==> config.mk <==
export PLATFORM = sky130hd
export DESIGN_NAME = sam_record_field_parser_top
export DESIGN_NICKNAME = d
export VERILOG_FILES = /design/src/rtl/srfp_pkg.sv /design/src/rtl/srfp_front.sv /design/src/rtl/srfp_back.sv /design/src/rtl/sam_record_field_parser_top.sv
export SDC_FILE = /design/constraint.sdc
export NUM_CORES = 1
export LEC_CHECK = 0
export BUFFER_PORTS_ARGS = -buffer_cell sky130_fd_sc_hd__buf_2
export CAP_MARGIN = 10
export CORE_UTILIZATION = 50
export DETAILED_ROUTE_END_ITERATION = 12
export PLACE_DENSITY = 0.68
export RECOVER_POWER = 25
export SLEW_MARGIN = 5
export SYNTH_ARGS = -nofsm -noshare
export SYNTH_HDL_FRONTEND = slang
export SYNTH_HIERARCHICAL = 1
export SYNTH_SLANG_ARGS = --single-unit
==> constraint.sdc <==
create_clock -name clock -period 13.9 [get_ports clock]
set_clock_uncertainty 0.15 [all_clocks]
set_input_delay 0 -clock clock [delete_from_list [all_inputs] [get_ports clock]]
set_output_delay 0 -clock clock [all_outputs]
set_load 0.005 [all_outputs]
==> src/rtl/srfp_pkg.sv <==
`default_nettype none

package srfp_pkg;

   localparam int FLAG_BITS = 12;

   localparam logic [31:0] FLAG_MASK = (FLAG_BITS >= 32) ? 32'hFFFF_FFFF :
                                       32'((64'd1 << FLAG_BITS) - 64'd1);

   localparam logic [7:0] CH_TAB   = 8'h09;
   localparam logic [7:0] CH_ZERO  = 8'h30;
   localparam logic [7:0] CH_NINE  = 8'h39;
   localparam logic [7:0] CH_MINUS = 8'h2D;

   localparam logic [3:0] FIELD_QNAME = 4'd0;
   localparam logic [3:0] FIELD_FLAG  = 4'd1;
   localparam logic [3:0] FIELD_POS   = 4'd3;
   localparam logic [3:0] FIELD_MAPQ  = 4'd4;
   localparam logic [3:0] FIELD_CIGAR = 4'd5;
   localparam logic [3:0] FIELD_PNEXT = 4'd7;
   localparam logic [3:0] FIELD_TLEN  = 4'd8;
   localparam logic [3:0] FIELD_OPT   = 4'd11;

   localparam logic [2:0] OPT_TAG_LAST    = 3'd1;
   localparam logic [2:0] OPT_VALUE_START = 3'd5;

   localparam logic [31:0] TLEN_NEG_LIMIT = 32'h8000_0000;

   localparam int QUEUE_DEPTH = 4;
   localparam int QPTR_W      = $clog2(QUEUE_DEPTH);
   localparam int QCNT_W      = $clog2(QUEUE_DEPTH + 1);

   typedef enum logic [2:0] {
      KIND_TEXT  = 3'd0,
      KIND_NUM   = 3'd1,
      KIND_CIGAR = 3'd2,
      KIND_TAG   = 3'd3,
      KIND_END   = 3'd4
   } kind_type;

   typedef struct packed {
      logic [7:0] byte_val;
      logic       line_end;
      logic       is_tab;
      logic       is_digit;
      logic       is_minus;
      logic [3:0] digit;
   } cmd_type;

   function automatic logic is_numeric(input logic [3:0] f);
      return (f == FIELD_FLAG) || (f == FIELD_POS) || (f == FIELD_MAPQ) ||
             (f == FIELD_PNEXT) || (f == FIELD_TLEN);
   endfunction

endpackage

`default_nettype wire

==> src/rtl/srfp_front.sv <==
`default_nettype none

module srfp_front (
   input  wire logic             clock,
   input  wire logic             reset,
   input  wire logic [7:0]       byte_in,
   input  wire logic             line_end,
   input  wire logic             push,
   output logic                  full,
   output logic                  cmd_valid,
   output srfp_pkg::cmd_type     cmd,
   input  wire logic             cmd_take
);
   import srfp_pkg::*;

   cmd_type               q_ff [QUEUE_DEPTH];
   logic [QPTR_W-1:0]     wr_ptr_ff, wr_ptr_in;
   logic [QPTR_W-1:0]     rd_ptr_ff, rd_ptr_in;
   logic [QCNT_W-1:0]     count_ff, count_in;
   cmd_type               cls;
   logic                  do_push, do_pop;

   always_comb begin
      cls.byte_val = byte_in;
      cls.line_end = line_end;
      cls.is_tab   = (byte_in == CH_TAB);
      cls.is_digit = (byte_in >= CH_ZERO) && (byte_in <= CH_NINE);
      cls.is_minus = (byte_in == CH_MINUS);
      cls.digit    = 4'(byte_in - CH_ZERO);
   end

   assign full      = (count_ff == QCNT_W'(QUEUE_DEPTH));
   assign cmd_valid = (count_ff != '0);
   assign cmd       = q_ff[rd_ptr_ff];
   assign do_push   = push && !full;
   assign do_pop    = cmd_take && cmd_valid;

   always_comb begin
      wr_ptr_in = do_push ? QPTR_W'(wr_ptr_ff + 1'b1) : wr_ptr_ff;
      rd_ptr_in = do_pop  ? QPTR_W'(rd_ptr_ff + 1'b1) : rd_ptr_ff;
      count_in  = count_ff;
      if (do_push && !do_pop) begin
         count_in = QCNT_W'(count_ff + 1'b1);
      end else if (!do_push && do_pop) begin
         count_in = QCNT_W'(count_ff - 1'b1);
      end
   end

   always_ff @(posedge clock) begin
      if (reset) begin
         wr_ptr_ff <= '0;
         rd_ptr_ff <= '0;
         count_ff  <= '0;
      end else begin
         wr_ptr_ff <= wr_ptr_in;
         rd_ptr_ff <= rd_ptr_in;
         count_ff  <= count_in;
      end
   end

   always_ff @(posedge clock) begin
      if (do_push) begin
         q_ff[wr_ptr_ff] <= cls;
      end
   end

endmodule

`default_nettype wire

==> src/rtl/srfp_back.sv <==
`default_nettype none

module srfp_back (
   input  wire logic              clock,
   input  wire logic              reset,
   input  wire logic              cmd_valid,
   input  wire srfp_pkg::cmd_type cmd,
   output logic                   cmd_take,
   output logic [2:0]             kind,
   output logic [3:0]             field_id,
   output logic [7:0]             char_out,
   output logic signed [32:0]     value,
   output logic [15:0]            tag,
   output logic                   last,
   output logic                   empty,
   input  wire logic              pop
);
   import srfp_pkg::*;

   logic [3:0]   field_ff, field_in;
   logic [31:0]  acc_ff, acc_in;
   logic         minus_ff, minus_in;
   logic [2:0]   opt_pos_ff, opt_pos_in;
   logic [7:0]   tag_first_ff, tag_first_in;

   logic         out_valid_ff, out_valid_in;
   kind_type     kind_ff, kind_in;
   logic [3:0]   fid_ff, fid_in;
   logic [7:0]   char_ff, char_in;
   logic [32:0]  value_ff, value_in;
   logic [15:0]  tag_ff, tag_in;
   logic         last_ff, last_in;

   logic         res;
   logic [35:0]  acc_sum;
   logic [31:0]  acc_dig;
   logic [31:0]  acc_num;
   logic         minus_num;
   logic [31:0]  tlen_mag;
   logic [32:0]  num_value;

   assign cmd_take = cmd_valid && (!out_valid_ff || pop);

   assign acc_sum = ({4'd0, acc_ff} << 3) + ({4'd0, acc_ff} << 1) + {32'd0, cmd.digit};
   assign acc_dig = (acc_sum[35:32] != 4'd0) ? 32'hFFFF_FFFF : acc_sum[31:0];

   always_comb begin
      if (cmd.is_tab) begin
         acc_num   = acc_ff;
         minus_num = minus_ff;
      end else begin
         acc_num   = cmd.is_digit ? acc_dig : acc_ff;
         minus_num = minus_ff || cmd.is_minus;
      end
      tlen_mag = (acc_num > TLEN_NEG_LIMIT) ? TLEN_NEG_LIMIT : acc_num;
      if (field_ff == FIELD_FLAG) begin
         num_value = {1'b0, acc_num & FLAG_MASK};
      end else if (field_ff == FIELD_TLEN && minus_num) begin
         num_value = 33'd0 - {1'b0, tlen_mag};
      end else begin
         num_value = {1'b0, acc_num};
      end
   end

   always_comb begin
      field_in     = field_ff;
      acc_in       = acc_ff;
      minus_in     = minus_ff;
      opt_pos_in   = opt_pos_ff;
      tag_first_in = tag_first_ff;
      res          = 1'b0;
      kind_in      = KIND_TEXT;
      fid_in       = field_ff;
      char_in      = '0;
      value_in     = '0;
      tag_in       = '0;
      last_in      = cmd.line_end;

      if (cmd.is_tab) begin
         if (is_numeric(field_ff)) begin
            res      = 1'b1;
            kind_in  = KIND_NUM;
            value_in = num_value;
         end
         if (field_ff < FIELD_OPT) begin
            field_in = 4'(field_ff + 1'b1);
         end
         acc_in     = '0;
         minus_in   = 1'b0;
         opt_pos_in = '0;
      end else if (is_numeric(field_ff)) begin
         acc_in   = acc_num;
         minus_in = minus_num;
         if (cmd.line_end) begin
            res      = 1'b1;
            kind_in  = KIND_NUM;
            value_in = num_value;
         end
      end else if (field_ff == FIELD_CIGAR) begin
         if (cmd.is_digit) begin
            acc_in = acc_dig;
         end else begin
            res      = 1'b1;
            kind_in  = KIND_CIGAR;
            char_in  = cmd.byte_val;
            value_in = {1'b0, acc_ff};
            acc_in   = '0;
         end
      end else if (field_ff >= FIELD_OPT) begin
         fid_in = FIELD_OPT;
         if (opt_pos_ff == '0) begin
            tag_first_in = cmd.byte_val;
         end else if (opt_pos_ff == OPT_TAG_LAST) begin
            res     = 1'b1;
            kind_in = KIND_TAG;
            tag_in  = {tag_first_ff, cmd.byte_val};
         end else if (opt_pos_ff >= OPT_VALUE_START) begin
            res     = 1'b1;
            kind_in = KIND_TEXT;
            char_in = cmd.byte_val;
         end
         if (opt_pos_ff < OPT_VALUE_START) begin
            opt_pos_in = 3'(opt_pos_ff + 1'b1);
         end
      end else begin
         res     = 1'b1;
         kind_in = KIND_TEXT;
         char_in = cmd.byte_val;
      end

      if (cmd.line_end) begin
         if (!res) begin
            res     = 1'b1;
            kind_in = KIND_END;
            fid_in  = field_ff;
         end
         field_in     = FIELD_QNAME;
         acc_in       = '0;
         minus_in     = 1'b0;
         opt_pos_in   = '0;
         tag_first_in = '0;
      end

      out_valid_in = out_valid_ff && !pop;
      if (cmd_take && res) begin
         out_valid_in = 1'b1;
      end
   end

   always_ff @(posedge clock) begin
      if (reset) begin
         field_ff     <= FIELD_QNAME;
         acc_ff       <= '0;
         minus_ff     <= 1'b0;
         opt_pos_ff   <= '0;
         tag_first_ff <= '0;
         out_valid_ff <= 1'b0;
      end else begin
         out_valid_ff <= out_valid_in;
         if (cmd_take) begin
            field_ff     <= field_in;
            acc_ff       <= acc_in;
            minus_ff     <= minus_in;
            opt_pos_ff   <= opt_pos_in;
            tag_first_ff <= tag_first_in;
         end
      end
   end

   always_ff @(posedge clock) begin
      if (cmd_take && res) begin
         kind_ff  <= kind_in;
         fid_ff   <= fid_in;
         char_ff  <= char_in;
         value_ff <= value_in;
         tag_ff   <= tag_in;
         last_ff  <= last_in;
      end
   end

   assign empty    = !out_valid_ff;
   assign kind     = kind_ff;
   assign field_id = fid_ff;
   assign char_out = char_ff;
   assign value    = value_ff;
   assign tag      = tag_ff;
   assign last     = last_ff;

endmodule

`default_nettype wire

==> src/rtl/sam_record_field_parser_top.sv <==
// channel   direction  handshake        payload
// req       in         push / full      byte_in[7:0], line_end
// rsp       out        empty / pop      kind, field_id, char_out, value[32:0], tag, last
//
// One byte per cycle sustained while rsp_pop keeps the result register free; a result
// passes through the four-entry byte queue and then the result register before it
// shows on the rsp ports, where it can be popped.
// Synchronous reset returns the parser to the first field and empties the byte queue and the result register.
// A held result stalls only the parser; bytes keep entering until the queue fills.
`default_nettype none

module sam_record_field_parser_top (
   input  wire logic               clock,
   input  wire logic               reset,
   input  wire logic [7:0]         req_byte_in,
   input  wire logic               req_line_end,
   input  wire logic               req_push,
   output logic                    req_full,
   output logic [2:0]              rsp_kind,
   output logic [3:0]              rsp_field_id,
   output logic [7:0]              rsp_char_out,
   output logic signed [32:0]      rsp_value,
   output logic [15:0]             rsp_tag,
   output logic                    rsp_last,
   output logic                    rsp_empty,
   input  wire logic               rsp_pop
);
   import srfp_pkg::*;

   cmd_type cmd;
   logic    cmd_valid;
   logic    cmd_take;

   srfp_front u_front (
      .clock     (clock),
      .reset     (reset),
      .byte_in   (req_byte_in),
      .line_end  (req_line_end),
      .push      (req_push),
      .full      (req_full),
      .cmd_valid (cmd_valid),
      .cmd       (cmd),
      .cmd_take  (cmd_take)
   );

   srfp_back u_back (
      .clock     (clock),
      .reset     (reset),
      .cmd_valid (cmd_valid),
      .cmd       (cmd),
      .cmd_take  (cmd_take),
      .kind      (rsp_kind),
      .field_id  (rsp_field_id),
      .char_out  (rsp_char_out),
      .value     (rsp_value),
      .tag       (rsp_tag),
      .last      (rsp_last),
      .empty     (rsp_empty),
      .pop       (rsp_pop)
   );

endmodule

`default_nettype wire

==> metrics <==
minimum clock period between 7 and 8 ns; arrival time at the worst endpoint 7.89 ns; Num Clock Sinks 171; worst hold start reset; Clock power frac between 20% and 30%; max-cap violations 0; R2R depth 22; Pleak approximately 0.0049 uW; WHS Path Cells 3; Combinational Power Share about two fifths; first-pass GRT wire length about 49000 um; reg2reg end u_back/value[12]; switch share 39.7%; status finished with violations; CTS Buf Count 17; Initial Utilization between 50% and 60%; CTS tree done; post-synth top area cell edfxtp_1; Cell Pwr Density around 160 nW/um^2; placer congestion estimate slightly below 1; Final #Nets roughly 1300; CP Launch Type flip-flop; grt ovf 0; clock-pin slew on the worst setup and hold paths around 0.070 ns; Hold Violations, Final 0; Syn Inst Count 1196; setup_tns 0 ns; ranking of synthesized cells by area edfxtp_1, dfxtp_1, ha_1, nor2_1, a21oi_1; Worst Hold End u_front/count_ff[0]; IO Count 80; final wirelength 30500 um; Reg power frac 37.6%; Worst EP required around 14 ns; Net Sw Power slightly below 800 uW; Final Cycle Share between 50% and 60%; CTS Root Cell clkbuf_16; drt drc 8; failing checks design-rule violations; share of the synthesized area in the top cell type 30.0%; RSZ-0062 raised after global routing no; vias in the first global route about 8800; chip height 152 um; f_max around 130 MHz; Area Overhead vs Synth 11.0%; Core ar. roughly 22000 sq um; synth unique cells 86; vias around 9800; Mapped Area 11300 sq um; CP max FO 13; Clock Path Buffers 2; 1st-iter DRT viols 1024; Mapped Avg Cell Area 9.45 sq um; diodes inserted 0; Clock Latency Late Sink around 0.43 ns; initial antenna violation count 0; CTS H-tree depth 4; fillers roughly 1900; Final Cell Area 12500 sq um; P_int 1200 uW; ys flop type edfxtp_1; maximum vdd drop 0.0862 mV; worst-margin pin slew around 0.98 ns; r2r setup slk slightly above 6 ns; count leader, synth nor2_1; DIE AREA between 20000 and 25000 sq um; post-cts sizing count 0; Final Setup Violations 0; DIE WIDTH between 150 and 200 um; Max transition margin between 30% and 40%; synth warn 6; crit path kind reg -> reg; Finished Core Util between 50% and 60%; DP Area between 10000 and 15000 sq um; layout cells sized above 1 12.8%; Worst Hold Class in -> reg; GRT Total Usage a little over a quarter; crit end category flip-flop; ys async rst share 0%; synth cell count leaders nor2_1, edfxtp_1, nand2_1; DP Wirelength ~22000 um; number of flops mapped to enable cells by yosys roughly 110; DR vias/cell 6.33; IO buf count between 70 and 80; syn nets 1287; post-synthesis sequential area ratio 40.3%; Pins Over Slew Limit 0; routed len/inst 19.8 um; 1st-pass router iterations 11; antenna-violating nets left 0; largest net degree at the start of global routing 59; num rows 54; Synth Register Bits 171
[area by class of cell]
| cell class | instances | area (sq um) | share of cell area (%) |
|---|---|---|---|
| Inverter | 26 | 97.6 | 0.778 |
| Clock buffer | 17 | 425 | 3.39 |
| Multi-Input combinational cell | 930 | 6370 | 50.8 |
| Tap cell | 280 | 350 | 2.79 |
| Sequential cell | 171 | 4550 | 36.3 |
| Clock inverter | 15 | 160 | 1.28 |
| Timing Repair Buffer | 105 | 586 | 4.67 |
[repair_timing]
| item | 4_1_cts | 5_1_grt |
|---|---|---|
| hold buffers | 11 | 0 |
| setup buffers | 0 | 0 |
| hold endpoints to repair | 51 | 0 |
| setup endpoints to repair | 0 | 0 |
[power by group through the flow]
stage | Sequential (uW) | Clock (uW) | Combinational (uW)
finish | 750 | 470 | 774
global route | 765 | 499 | 837
CTS | 752 | 480 | 770
detailed placement | 763 | 0 | 766
global placement | 762 | 0 | 759
floorplan | 773 | 0 | 496
[worst max-delay path, cell delays in order (launching register included)]
cell and delay, ns:
dfxtp_1 0.84, mux4_2 0.64, inv_1 0.10, fa_1 0.43
fa_1 0.46, and2b_1 0.24, o2111ai_2 0.17, a31oi_2 0.35
a31oi_2 0.23, o21ai_1 0.26, mux2i_2 0.15, a2111oi_4 0.82
o21ai_2 0.23, a2111oi_4 0.38, and2_1 0.39, a21o_4 0.24
nand2_1 0.07, ha_1 0.30, o21a_1 0.19, and3_1 0.27
nor2b_1 0.17, a22o_1 0.20, a221o_1 0.31
[cell usage in the layout (no fill, tap or decap), types with 9 or more instances in the layout]
master / netlist / final
clkbuf_1: 48 / 25
nor2_1: 123 / 123
and3_1: 34 / 34
a21oi_1: 79 / 79
nor4_1: 13 / 12
xor2_1: 21 / 21
o21ai_0: 70 / 70
nor3_1: 33 / 32
o22ai_1: 17 / 17
a31oi_1: 12 / 12
xnor2_1: 13 / 13
nand4_1: 21 / 21
o211ai_1: 12 / 12
dfxtp_1: 58 / 58
nand3_1: 20 / 20
o21a_1: 9 / 9
mux4_2: 12 / 12
nand2_1: 100 / 100
buf_4: 4 / 15
buf_2: 9 / 53
a22oi_1: 34 / 34
inv_1: 26 / 25
and2_1: 25 / 25
clkbuf_16: 0 / 17
or3_1: 10 / 10
ha_1: 75 / 75
a21o_1: 27 / 27
dlygate4sd3_1: 0 / 11
edfxtp_1: 113 / 113
nand2b_1: 16 / 16
[flip-flops by register name, indices dropped and copies added (netlist names), named ones only]
register	cells
u_back/acc_ff	32
u_back/char_out	8
u_back/field_ff	4
u_back/field_id	4
u_back/kind	3
u_back/last	1
u_back/minus_ff	1
u_back/opt_pos_ff	3
u_back/out_valid_ff	1
u_back/tag	16
u_back/tag_first_ff	8
u_back/value	33
u_front/count_ff	3
u_front/q_ff	48
u_front/rd_ptr_ff	2
u_front/wr_ptr_ff	2
[worst max-delay path by stage]
stage,end,slack [ns],cells past startpoint
2_1_floorplan,u_back/value[12],7.60,24
3_3_place_gp,u_back/value[12],6.24,22
3_5_place_dp,u_back/value[12],6.06,22
4_1_cts,u_back/value[12],6.02,22
5_1_grt,u_back/value[12],5.53,22
6_report,u_back/value[12],6.04,22
[logic make-up (layout without fill, tap and decap cells)]
logic type / count (synthesis) / after routing / synth area share, %
AOI/OAI and AO/OA: 371 / 371 / 23.0
muxes: 22 / 22 / 3.35
adders and majority gates: 78 / 78 / 8.84
buffers and inverters: 95 / 163 / 3.59
and+or+nand+nor: 425 / 425 / 18.3
DFF: 171 / 171 / 40.3
xor gates and xnor gates: 34 / 34 / 2.64
[per-layer routing]
metal  global-route usage (%)  routed length, um
met1                     40.3              14700
met2                     38.2              12800
met3                     4.41               2480
met4                     8.36                559
met5                        0                  0
[stage by stage]
step | total power (uW) | cells | setup WS (ns) | hold WS, ns
after detailed placement | 1530 | 1501 | 6.06 | 0.0744
after floorplan | 1270 | 1196 | 7.60 | -0.0511
final | 1990 | 1544 | 6.04 | 0.0404
after global placement | 1520 | 1501 | 6.24 | 0.0649
after CTS | 2000 | 1544 | 6.02 | 0.0352
after global routing | 2100 | 1544 | 5.53 | 0.0653
(Power assumes the default switching activity.)
